### src/design/bll_pkg.sv
// ----------------------------------------------------------------------------
// bll_pkg: shared types and constants for the line lexer
// Lexer modes, token kinds, character codes and the result record.
// ----------------------------------------------------------------------------
package bll_pkg;

    // lexer modes, one-hot
    typedef enum logic [6:0] {
        MODE_IDLE = 7'b0000001,
        MODE_NAME = 7'b0000010,
        MODE_ZERO = 7'b0000100,
        MODE_DEC  = 7'b0001000,
        MODE_HEX  = 7'b0010000,
        MODE_STR  = 7'b0100000,
        MODE_OP   = 7'b1000000
    } mode_t;

    // token kinds
    localparam logic [1:0] KIND_NAME = 2'd0;
    localparam logic [1:0] KIND_NUM  = 2'd1;
    localparam logic [1:0] KIND_STR  = 2'd2;
    localparam logic [1:0] KIND_OP   = 2'd3;

    // character codes
    localparam logic [7:0] CH_NUL        = 8'h00;
    localparam logic [7:0] CH_SPACE      = 8'h20;
    localparam logic [7:0] CH_BANG       = 8'h21;
    localparam logic [7:0] CH_QUOTE      = 8'h22;
    localparam logic [7:0] CH_ZERO       = 8'h30;
    localparam logic [7:0] CH_NINE       = 8'h39;
    localparam logic [7:0] CH_LT         = 8'h3C;
    localparam logic [7:0] CH_EQ         = 8'h3D;
    localparam logic [7:0] CH_GT         = 8'h3E;
    localparam logic [7:0] CH_UP_A       = 8'h41;
    localparam logic [7:0] CH_UP_F       = 8'h46;
    localparam logic [7:0] CH_UP_X       = 8'h58;
    localparam logic [7:0] CH_UP_Z       = 8'h5A;
    localparam logic [7:0] CH_UNDERSCORE = 8'h5F;
    localparam logic [7:0] CH_LO_A       = 8'h61;
    localparam logic [7:0] CH_LO_F       = 8'h66;
    localparam logic [7:0] CH_LO_X       = 8'h78;
    localparam logic [7:0] CH_LO_Z       = 8'h7A;
    localparam logic [7:0] CH_HIGH       = 8'h80;

    // result queue geometry
    localparam int QUEUE_DEPTH = 4;
    localparam int PTR_W       = 2;
    localparam int CNT_W       = 3;

    typedef struct packed {
        mode_t      mode;
        logic [7:0] held_char;
        logic       held_valid;
        logic [1:0] kind;
    } lex_state_t;

    typedef struct packed {
        logic [7:0] out_byte;
        logic       has_byte;
        logic [1:0] token_type;
        logic       token_end;
        logic       run_last;
    } result_t;

endpackage

### src/design/bll_step.sv
// ----------------------------------------------------------------------------
// bll_step: one lexer step
// Next lexer state and up to two result records for one text byte.
// ----------------------------------------------------------------------------
module bll_step (
    input  bll_pkg::lex_state_t state_i,
    input  logic [7:0]          text_byte_i,
    output bll_pkg::lex_state_t state_o,
    output bll_pkg::result_t    res0_o,
    output bll_pkg::result_t    res1_o,
    output logic [1:0]          res_cnt_o
);

    logic             is_alpha;
    logic             is_digit;
    logic             is_hex;
    logic             is_white;
    logic             adv;
    logic             close;
    logic             do_start;
    logic             a_valid;
    logic             a_end;
    logic             b_valid;
    bll_pkg::result_t res_a;
    bll_pkg::result_t res_b;
    logic [7:0]       c;

    assign c = text_byte_i;

    // character classes
    always_comb begin
        is_alpha = (c >= bll_pkg::CH_UP_A && c <= bll_pkg::CH_UP_Z)
                || (c >= bll_pkg::CH_LO_A && c <= bll_pkg::CH_LO_Z)
                || (c == bll_pkg::CH_UNDERSCORE);
        is_digit = (c >= bll_pkg::CH_ZERO && c <= bll_pkg::CH_NINE);
        is_hex   = is_digit
                || (c >= bll_pkg::CH_UP_A && c <= bll_pkg::CH_UP_F)
                || (c >= bll_pkg::CH_LO_A && c <= bll_pkg::CH_LO_F);
        is_white = (c != bll_pkg::CH_NUL && c <= bll_pkg::CH_SPACE)
                || (c >= bll_pkg::CH_HIGH);
    end

    always_comb begin
        state_o  = state_i;
        adv      = 1'b0;
        close    = 1'b0;
        do_start = 1'b0;
        a_valid  = 1'b0;
        a_end    = 1'b0;
        b_valid  = 1'b0;
        res_b    = '0;

        unique case (state_i.mode)
            bll_pkg::MODE_NAME: begin
                if (is_alpha || is_digit) adv = 1'b1;
                else close = 1'b1;
            end
            bll_pkg::MODE_ZERO: begin
                if (c == bll_pkg::CH_LO_X || c == bll_pkg::CH_UP_X) begin
                    adv = 1'b1;
                    state_o.mode = bll_pkg::MODE_HEX;
                end else if (is_digit) begin
                    adv = 1'b1;
                    state_o.mode = bll_pkg::MODE_DEC;
                end else if (c == bll_pkg::CH_UNDERSCORE) begin
                    state_o.mode = bll_pkg::MODE_DEC;
                end else begin
                    close = 1'b1;
                end
            end
            bll_pkg::MODE_DEC: begin
                if (is_digit) adv = 1'b1;
                else if (c != bll_pkg::CH_UNDERSCORE) close = 1'b1;
            end
            bll_pkg::MODE_HEX: begin
                if (is_hex) adv = 1'b1;
                else if (c != bll_pkg::CH_UNDERSCORE) close = 1'b1;
            end
            bll_pkg::MODE_STR: begin
                if (c == bll_pkg::CH_NUL || c == bll_pkg::CH_QUOTE) begin
                    if (state_i.held_valid) begin
                        a_valid = 1'b1;
                        a_end   = 1'b1;
                    end else begin
                        // empty string marker
                        b_valid          = 1'b1;
                        res_b.token_type = bll_pkg::KIND_STR;
                        res_b.token_end  = 1'b1;
                    end
                    state_o.mode       = bll_pkg::MODE_IDLE;
                    state_o.held_valid = 1'b0;
                end else begin
                    adv = 1'b1;
                end
            end
            bll_pkg::MODE_OP: begin
                if (c == bll_pkg::CH_EQ) begin
                    a_valid            = state_i.held_valid;
                    b_valid            = 1'b1;
                    res_b.out_byte     = c;
                    res_b.has_byte     = 1'b1;
                    res_b.token_type   = bll_pkg::KIND_OP;
                    res_b.token_end    = 1'b1;
                    state_o.mode       = bll_pkg::MODE_IDLE;
                    state_o.held_valid = 1'b0;
                end else begin
                    close = 1'b1;
                end
            end
            default: do_start = 1'b1;
        endcase

        // pass the held character on and hold the new one
        if (adv) begin
            a_valid            = state_i.held_valid;
            state_o.held_char  = c;
            state_o.held_valid = 1'b1;
        end

        // token ended: flush the held character, then lex the byte from idle
        if (close) begin
            a_valid  = state_i.held_valid;
            a_end    = 1'b1;
            do_start = 1'b1;
        end

        if (do_start) begin
            state_o.mode       = bll_pkg::MODE_IDLE;
            state_o.held_valid = 1'b0;
            if (c == bll_pkg::CH_NUL || is_white) begin
                state_o.mode = bll_pkg::MODE_IDLE;
            end else if (is_alpha) begin
                state_o.mode       = bll_pkg::MODE_NAME;
                state_o.kind       = bll_pkg::KIND_NAME;
                state_o.held_char  = c;
                state_o.held_valid = 1'b1;
            end else if (c == bll_pkg::CH_ZERO) begin
                state_o.mode       = bll_pkg::MODE_ZERO;
                state_o.kind       = bll_pkg::KIND_NUM;
                state_o.held_char  = c;
                state_o.held_valid = 1'b1;
            end else if (is_digit) begin
                state_o.mode       = bll_pkg::MODE_DEC;
                state_o.kind       = bll_pkg::KIND_NUM;
                state_o.held_char  = c;
                state_o.held_valid = 1'b1;
            end else if (c == bll_pkg::CH_QUOTE) begin
                state_o.mode = bll_pkg::MODE_STR;
                state_o.kind = bll_pkg::KIND_STR;
            end else if (c == bll_pkg::CH_LT || c == bll_pkg::CH_GT
                      || c == bll_pkg::CH_EQ || c == bll_pkg::CH_BANG) begin
                state_o.mode       = bll_pkg::MODE_OP;
                state_o.kind       = bll_pkg::KIND_OP;
                state_o.held_char  = c;
                state_o.held_valid = 1'b1;
            end else begin
                // single-character operator goes out at once
                state_o.kind     = bll_pkg::KIND_OP;
                b_valid          = 1'b1;
                res_b.out_byte   = c;
                res_b.has_byte   = 1'b1;
                res_b.token_type = bll_pkg::KIND_OP;
                res_b.token_end  = 1'b1;
            end
        end
    end

    // held character result
    always_comb begin
        res_a.out_byte   = state_i.held_char;
        res_a.has_byte   = 1'b1;
        res_a.token_type = state_i.kind;
        res_a.token_end  = a_end;
        res_a.run_last   = !b_valid;
    end

    always_comb begin
        res1_o          = res_b;
        res1_o.run_last = 1'b1;
        res0_o          = a_valid ? res_a : res1_o;
        res_cnt_o       = {1'b0, a_valid} + {1'b0, b_valid};
    end

endmodule

### src/design/bll_queue.sv
// ----------------------------------------------------------------------------
// bll_queue: result queue
// Four-entry queue taking up to two result records a cycle, giving one.
// ----------------------------------------------------------------------------
module bll_queue (
    input  logic             aclk,
    input  logic             aresetn,
    input  logic [1:0]       push_cnt,
    input  bll_pkg::result_t push0,
    input  bll_pkg::result_t push1,
    output logic             space_ok,
    output logic             head_valid,
    output bll_pkg::result_t head,
    input  logic             head_ready
);

    bll_pkg::result_t                mem [bll_pkg::QUEUE_DEPTH];
    logic [bll_pkg::PTR_W-1:0]       wr_ptr_reg;
    logic [bll_pkg::PTR_W-1:0]       wr_ptr_next;
    logic [bll_pkg::PTR_W-1:0]       rd_ptr_reg;
    logic [bll_pkg::PTR_W-1:0]       rd_ptr_next;
    logic [bll_pkg::CNT_W-1:0]       count_reg;
    logic [bll_pkg::CNT_W-1:0]       count_next;
    logic                            pop;

    // room for two records whatever the step gives
    assign space_ok   = count_reg <= bll_pkg::CNT_W'(bll_pkg::QUEUE_DEPTH - 2);
    assign head_valid = count_reg != '0;
    assign head       = mem[rd_ptr_reg];
    assign pop        = head_valid && head_ready;

    always_comb begin
        wr_ptr_next = wr_ptr_reg + bll_pkg::PTR_W'(push_cnt);
        rd_ptr_next = rd_ptr_reg + bll_pkg::PTR_W'(pop);
        count_next  = count_reg + bll_pkg::CNT_W'(push_cnt) - bll_pkg::CNT_W'(pop);
    end

    always_ff @(posedge aclk) begin
        if (!aresetn) begin
            wr_ptr_reg <= '0;
            rd_ptr_reg <= '0;
            count_reg  <= '0;
        end else begin
            wr_ptr_reg <= wr_ptr_next;
            rd_ptr_reg <= rd_ptr_next;
            count_reg  <= count_next;
        end
    end

    always_ff @(posedge aclk) begin
        if (push_cnt != 2'd0) begin
            mem[wr_ptr_reg] <= push0;
        end
        if (push_cnt == 2'd2) begin
            mem[wr_ptr_reg + bll_pkg::PTR_W'(1)] <= push1;
        end
    end

    a_count_bound: assert property (@(posedge aclk) disable iff (!aresetn)
        count_reg <= bll_pkg::CNT_W'(bll_pkg::QUEUE_DEPTH))
        else $error("result queue count above depth");

    a_push_grows: assert property (@(posedge aclk) disable iff (!aresetn)
        (push_cnt != 2'd0 && !pop) |=>
        count_reg == $past(count_reg) + bll_pkg::CNT_W'($past(push_cnt)))
        else $error("result queue count lost a push");

endmodule

### src/design/basic_line_lexer.sv
// ----------------------------------------------------------------------------
// basic_line_lexer: streaming line tokenizer
// Splits a text line, one byte per transfer, into name, number, string and
// operator tokens, at most one token character per result transfer.
// ----------------------------------------------------------------------------
// path: a byte transfer goes through the input register, then the lexer step
//   writes its results into the result queue, whose head is the result port
// throughput: one byte per cycle while bytes give at most one result each and
//   m_ready holds; a byte giving two results uses the single result port twice
// reset: aresetn, synchronous, active low; empties the input register and the
//   result queue and returns the lexer to idle with nothing held
module basic_line_lexer (
    input  logic       aclk,
    input  logic       aresetn,
    input  logic       s_valid,
    output logic       s_ready,
    input  logic [7:0] s_text_byte,
    output logic       m_valid,
    input  logic       m_ready,
    output logic [7:0] m_out_byte,
    output logic       m_has_byte,
    output logic [1:0] m_token_type,
    output logic       m_token_end,
    output logic       m_run_last
);

    // input register
    logic                in_valid_reg;
    logic                in_valid_next;
    logic [7:0]          in_byte_reg;

    // lexer state: mode, held-back character and kind of the open token
    bll_pkg::lex_state_t state_reg;
    bll_pkg::lex_state_t state_next;

    bll_pkg::result_t    res0;
    bll_pkg::result_t    res1;
    logic [1:0]          res_cnt;
    logic [1:0]          push_cnt;
    logic                space_ok;
    logic                step_fire;
    bll_pkg::result_t    head;

    // the step runs whenever a byte waits and the queue has room for two
    // results; the input register refills in the same cycle
    assign step_fire = in_valid_reg && space_ok;
    assign s_ready   = !in_valid_reg || step_fire;
    assign push_cnt  = step_fire ? res_cnt : 2'd0;

    always_comb begin
        in_valid_next = in_valid_reg;
        if (s_valid && s_ready) begin
            in_valid_next = 1'b1;
        end else if (step_fire) begin
            in_valid_next = 1'b0;
        end
    end

    always_ff @(posedge aclk) begin
        if (!aresetn) begin
            in_valid_reg <= 1'b0;
        end else begin
            in_valid_reg <= in_valid_next;
        end
    end

    // byte payload needs no reset
    always_ff @(posedge aclk) begin
        if (s_valid && s_ready) begin
            in_byte_reg <= s_text_byte;
        end
    end

    bll_step u_step (
        .state_i     (state_reg),
        .text_byte_i (in_byte_reg),
        .state_o     (state_next),
        .res0_o      (res0),
        .res1_o      (res1),
        .res_cnt_o   (res_cnt)
    );

    // lexer state advances only on a stepped byte
    always_ff @(posedge aclk) begin
        if (!aresetn) begin
            state_reg.mode       <= bll_pkg::MODE_IDLE;
            state_reg.held_char  <= '0;
            state_reg.held_valid <= 1'b0;
            state_reg.kind       <= bll_pkg::KIND_NAME;
        end else if (step_fire) begin
            state_reg <= state_next;
        end
    end

    // result queue parts the step from the result port
    bll_queue u_queue (
        .aclk       (aclk),
        .aresetn    (aresetn),
        .push_cnt   (push_cnt),
        .push0      (res0),
        .push1      (res1),
        .space_ok   (space_ok),
        .head_valid (m_valid),
        .head       (head),
        .head_ready (m_ready)
    );

    assign m_out_byte   = head.out_byte;
    assign m_has_byte   = head.has_byte;
    assign m_token_type = head.token_type;
    assign m_token_end  = head.token_end;
    assign m_run_last   = head.run_last;

    // a held character only exists inside a token
    a_idle_nothing_held: assert property (@(posedge aclk) disable iff (!aresetn)
        state_reg.held_valid |-> state_reg.mode != bll_pkg::MODE_IDLE)
        else $error("held character while idle");

    // names, numbers and paired operators always hold their last character
    a_token_holds: assert property (@(posedge aclk) disable iff (!aresetn)
        (state_reg.mode == bll_pkg::MODE_NAME || state_reg.mode == bll_pkg::MODE_ZERO
         || state_reg.mode == bll_pkg::MODE_DEC || state_reg.mode == bll_pkg::MODE_HEX
         || state_reg.mode == bll_pkg::MODE_OP) |-> state_reg.held_valid)
        else $error("open token without held character");

endmodule

### config.mk
export PLATFORM = sky130hd
export DESIGN_NAME = basic_line_lexer
export DESIGN_NICKNAME = d
export VERILOG_FILES = /design/src/design/bll_pkg.sv /design/src/design/bll_step.sv /design/src/design/bll_queue.sv /design/src/design/basic_line_lexer.sv
export SDC_FILE = /design/constraint.sdc
export NUM_CORES = 1
export LEC_CHECK = 0
export BUFFER_PORTS_ARGS = -buffer_cell sky130_fd_sc_hd__buf_2
export CAP_MARGIN = 20
export CORE_UTILIZATION = 48
export DETAILED_ROUTE_END_ITERATION = 12
export GPL_TIMING_DRIVEN = 0
export PLACE_DENSITY = 0.77
export RECOVER_POWER = 25
export SETUP_SLACK_MARGIN = 0.15
export SLEW_MARGIN = 5
export SYNTH_ARGS = -nofsm -noshare
export SYNTH_HDL_FRONTEND = slang
export SYNTH_SLANG_ARGS = --single-unit
export TNS_END_PERCENT = 10
### constraint.sdc
create_clock -name aclk -period 6.9 [get_ports aclk]
set_input_delay 0.345 -clock aclk [delete_from_list [all_inputs] [get_ports aclk]]
set_output_delay 0.345 -clock aclk [all_outputs]
set_load 0.005 [all_outputs]
==> reports/results.md <==
| Result | Value |
|---|---|
| Result of the run | finished, final reports clean |
| Post-Place Setup Slack | 1.91 ns |
| Share of the synthesized area in the top cell type | 0.353 |
| Critical path startpoint category | register |
| Top-level port count | 27 |
| Net count, final | 466 |
| Unrepaired setup endpoints after global routing | no |
| Clock tree from TritonCTS | yes |
| Pre-Repair DR Iteration Count | 7 |
| Cell family with most CP delay | simple AND/OR/NAND/NOR gates |
| Predominant post-synthesis flop cell | sky130_fd_sc_hd__edfxtp_1 |
| Endpoint of the worst-slack reg-to-reg timing path | u_queue.mem[3][4] |
| Area leader, netlist | sky130_fd_sc_hd__edfxtp_1 |
| Maximum clock frequency | 0.176 GHz |
| Area of all placed cells without fillers | 5260 µm² |
| Hold bufs inserted after CTS | 0 |
| Flip-flop count of the largest register, all copies and words added | 52 |
| Setup repair bufs after CTS | 0 |
| Final hold vios | 0 |
| Final clock skew | 0.0108 ns |
| Die boundary height | 102 µm |
| Endpoint of the worst setup timing path | u_queue.mem[3][4] |
| Final cell utilization of the core | 0.544 |
| Combined area of all synthesized cells | 4770 µm² |
| Final setup violation count | 0 |
| Clock latency of the later-clocked register in the worst-skew pair | 0.37 ns |
| YS warnings | 0 |
| TNS Setup | 0 ns |
| Number of design rule violations left after detail routing | 0 |
| Number of distinct library cells after synthesis | 74 |
| Startpoint of the worst setup timing path | in_byte_reg[5] |
| Detailed placer's ending HPWL | 7700 µm |
| Routed vias/inst | 6.24 |
| Total count of max-transition violations in the final report | 0 |
| Total wirelength of the detailed-routed design | 10,900 µm |
| Worst min path class | in2reg |
| Core outline area | 9680 µm² |
| Average detailed-routed wire length per instance | 18.7 µm |
| Commonest cells in the netlist | sky130_fd_sc_hd__edfxtp_1, sky130_fd_sc_hd__a22o_1, sky130_fd_sc_hd__dfxtp_1 |
| GRT overflow | 0 |
| Most area-consuming cells after synthesis | sky130_fd_sc_hd__edfxtp_1, sky130_fd_sc_hd__dfxtp_1, sky130_fd_sc_hd__mux4_2 |
| Worst vdd rail ir drop | 106 µV |
| WP data required | 7.02 ns |
| Syn nets | 430 |
| Sequential share of the synthesized area | 0.479 |
| Worst path arrival time | 5.82 ns |
| TritonCTS buffer count | 9 |
| Max capacitance violation total | 0 |
| Pwr dens | 254 nW/µm² |
| Worst slew margin relative to its limit | 0.150 |
| Number of flops mapped to enable cells by yosys | 56 |
| Proportion of layout cells with a drive suffix above 1 | 0.164 |
| Critical path cell sequence | or3b_4, nor4b_1, o32ai_1, a211o_4, nor2_4, o21ai_2, a31oi_4, inv_2, ha_1, o21ai_0, or2_2, clkbuf_1, nand2_1, o21a_1 |
| CP max FO | 14 |
| Final weighted congestion of routability-driven global placement | 0.943 |
| Number of filler cells placed in the layout | 852 |
| Category of the worst setup path capture point | register |
| CTS Root Cell | sky130_fd_sc_hd__clkbuf_8 |
| Worst path slowest cell | sky130_fd_sc_hd__nor4b_1 |
| Crit Path Category | reg2reg |
| Resize count post-CTS | 0 |
| Placed cell areas | 5060 µm² |
| Cell row count | 36 |
| Antenna fix cells | 0 |
| CTS H-Tree Depth | 3 |
| Share of async-settable or async-resettable flops after synthesis | 0 |
| Post-synthesis cell count | 411 |
| Overall global routing resource usage | 0.229 |
| Number of flip-flops and latches in the synthesized netlist | 86 |
| DIE AREA | 10,300 µm² |
| Crit share post-route | 0.826 |
| Clock transition time at the flip-flop clock pins of the worst setup and hold paths | 0.09 ns |
| Delay of the slowest critical-path stage | 1.05 ns |
| Die Wd | 102 µm |
| Synthesized area per cell | 11.6 µm² |
| Worst path setup slack after routing | 1.20 ns |
| Logic depth of the worst setup path including buffers | 14 |
| First-pass GRT wire length | 17,800 µm |
| Pin count of the biggest net entering global routing | 16 |
| Count of antenna-violating nets left after detailed routing | 0 |
| Number of antenna violations at the first check in global routing | 0 |
| Minimum clock period after layout | 5.70 ns |
| Number of buffer cells added on primary ports | 25 |
| Logic depth of the worst register-to-register path | 14 |
| Via count | 3,653 |
| Reg2Reg Launch Point | in_byte_reg[5] |
| Starting Density | 0.492 |
| Via count of the first global-routing pass | 3,565 |
| Maximum buffer depth of the clock tree | 2 |
| Number of DRC markers after the initial detailed-route iteration | 204 |
| Transition at the pin with the smallest max-transition slack | 1.26 ns |
| Area growth from synthesis to layout | 10.4% |
| Dominant cell by count in the synthesized netlist | sky130_fd_sc_hd__edfxtp_1 |
| Reg-to-reg setup timing slack | 1.20 ns |
| Static leakage | 0.00181 µW |
| Number of buffer and inverter instances along the worst setup path | 2 |
| Number of sinks driven by the clock tree | 86 |
[cell families (layout without fill, tap and decap cells)]
logic type               Yosys count  count (layout)  synth area share
AO/OA/AOI/OAI                    128             128             0.226
XOR/XNOR                           8               8            0.0147
adder cells (fa/ha/maj)            7               7            0.0199
buffers and inverters             34              75            0.0302
flip-flops                        86              86             0.479
multiplexers                      17              17            0.0698
AND/OR/NAND/NOR                  131             131             0.161
[through the flow]
stage	hold slack (ns)	total power, µW	cells
after global placement	0.444	910	569
final	0.146	1330	585
after detailed placement	0.451	919	569
after global routing	0.131	1400	585
after CTS	0.134	1350	585
after floorplan	0.431	828	411
[cells in the final DEF, fill, tap and decap left out, types with 8 or more instances in the layout]
cell type	count
sky130_fd_sc_hd__o21a_1	8
sky130_fd_sc_hd__buf_2	22
sky130_fd_sc_hd__a21oi_1	13
sky130_fd_sc_hd__nand2b_1	8
sky130_fd_sc_hd__clkbuf_8	9
sky130_fd_sc_hd__o21ai_0	9
sky130_fd_sc_hd__a32o_1	9
sky130_fd_sc_hd__nor2_1	22
sky130_fd_sc_hd__edfxtp_1	56
sky130_fd_sc_hd__clkbuf_1	24
sky130_fd_sc_hd__a22o_1	30
sky130_fd_sc_hd__inv_1	10
sky130_fd_sc_hd__nor2b_1	11
sky130_fd_sc_hd__nand2_1	26
sky130_fd_sc_hd__dfxtp_1	30
sky130_fd_sc_hd__mux4_2	13
[cell type report]
class | count | area, µm² | area share
plain buffers | 22 | 91.3 | 0.0174
clock buffers | 9 | 124 | 0.0235
clock inverters | 7 | 120 | 0.0228
inverters | 12 | 45.0 | 0.00856
multi-input cells | 291 | 2320 | 0.441
flip-flops and latches | 86 | 2280 | 0.434
well taps | 133 | 166 | 0.0316
repair buffers | 25 | 113 | 0.0214
[worst min-delay path by stage]
stage                            from                 to  slack, ns  cells past startpoint
global route           s_text_byte[5]     in_byte_reg[5]       0.13                      1
CTS                    s_text_byte[5]     in_byte_reg[5]       0.13                      1
finish                 s_text_byte[5]     in_byte_reg[5]       0.15                      1
global placement    u_queue.mem[3][0]  u_queue.mem[3][0]       0.44                      1
detailed placement  u_queue.mem[1][0]  u_queue.mem[1][0]       0.45                      1
floorplan           u_queue.mem[2][0]  u_queue.mem[2][0]       0.43                      1
[routing by layer]
metal | up-vias | share of wire | GRT usage
met3 | 20 | 0.078 | 0.0511
met1 | 1770 | 0.42 | 0.288
met2 | 155 | 0.48 | 0.388
met4 | 0 | 0.016 | 0.0769
met5 | - | 0 | 0
li1 | 1708 | - | -
[report_power, final]
| part | leakage, µW | internal, µW | switching [µW] |
|---|---|---|---|
| clock network | 0.000120 | 242 | 193 |
| logic | 0.000950 | 137 | 159 |
| registers | 0.000743 | 575 | 27.9 |
Note: power is estimated with default switching activity, not from simulation.
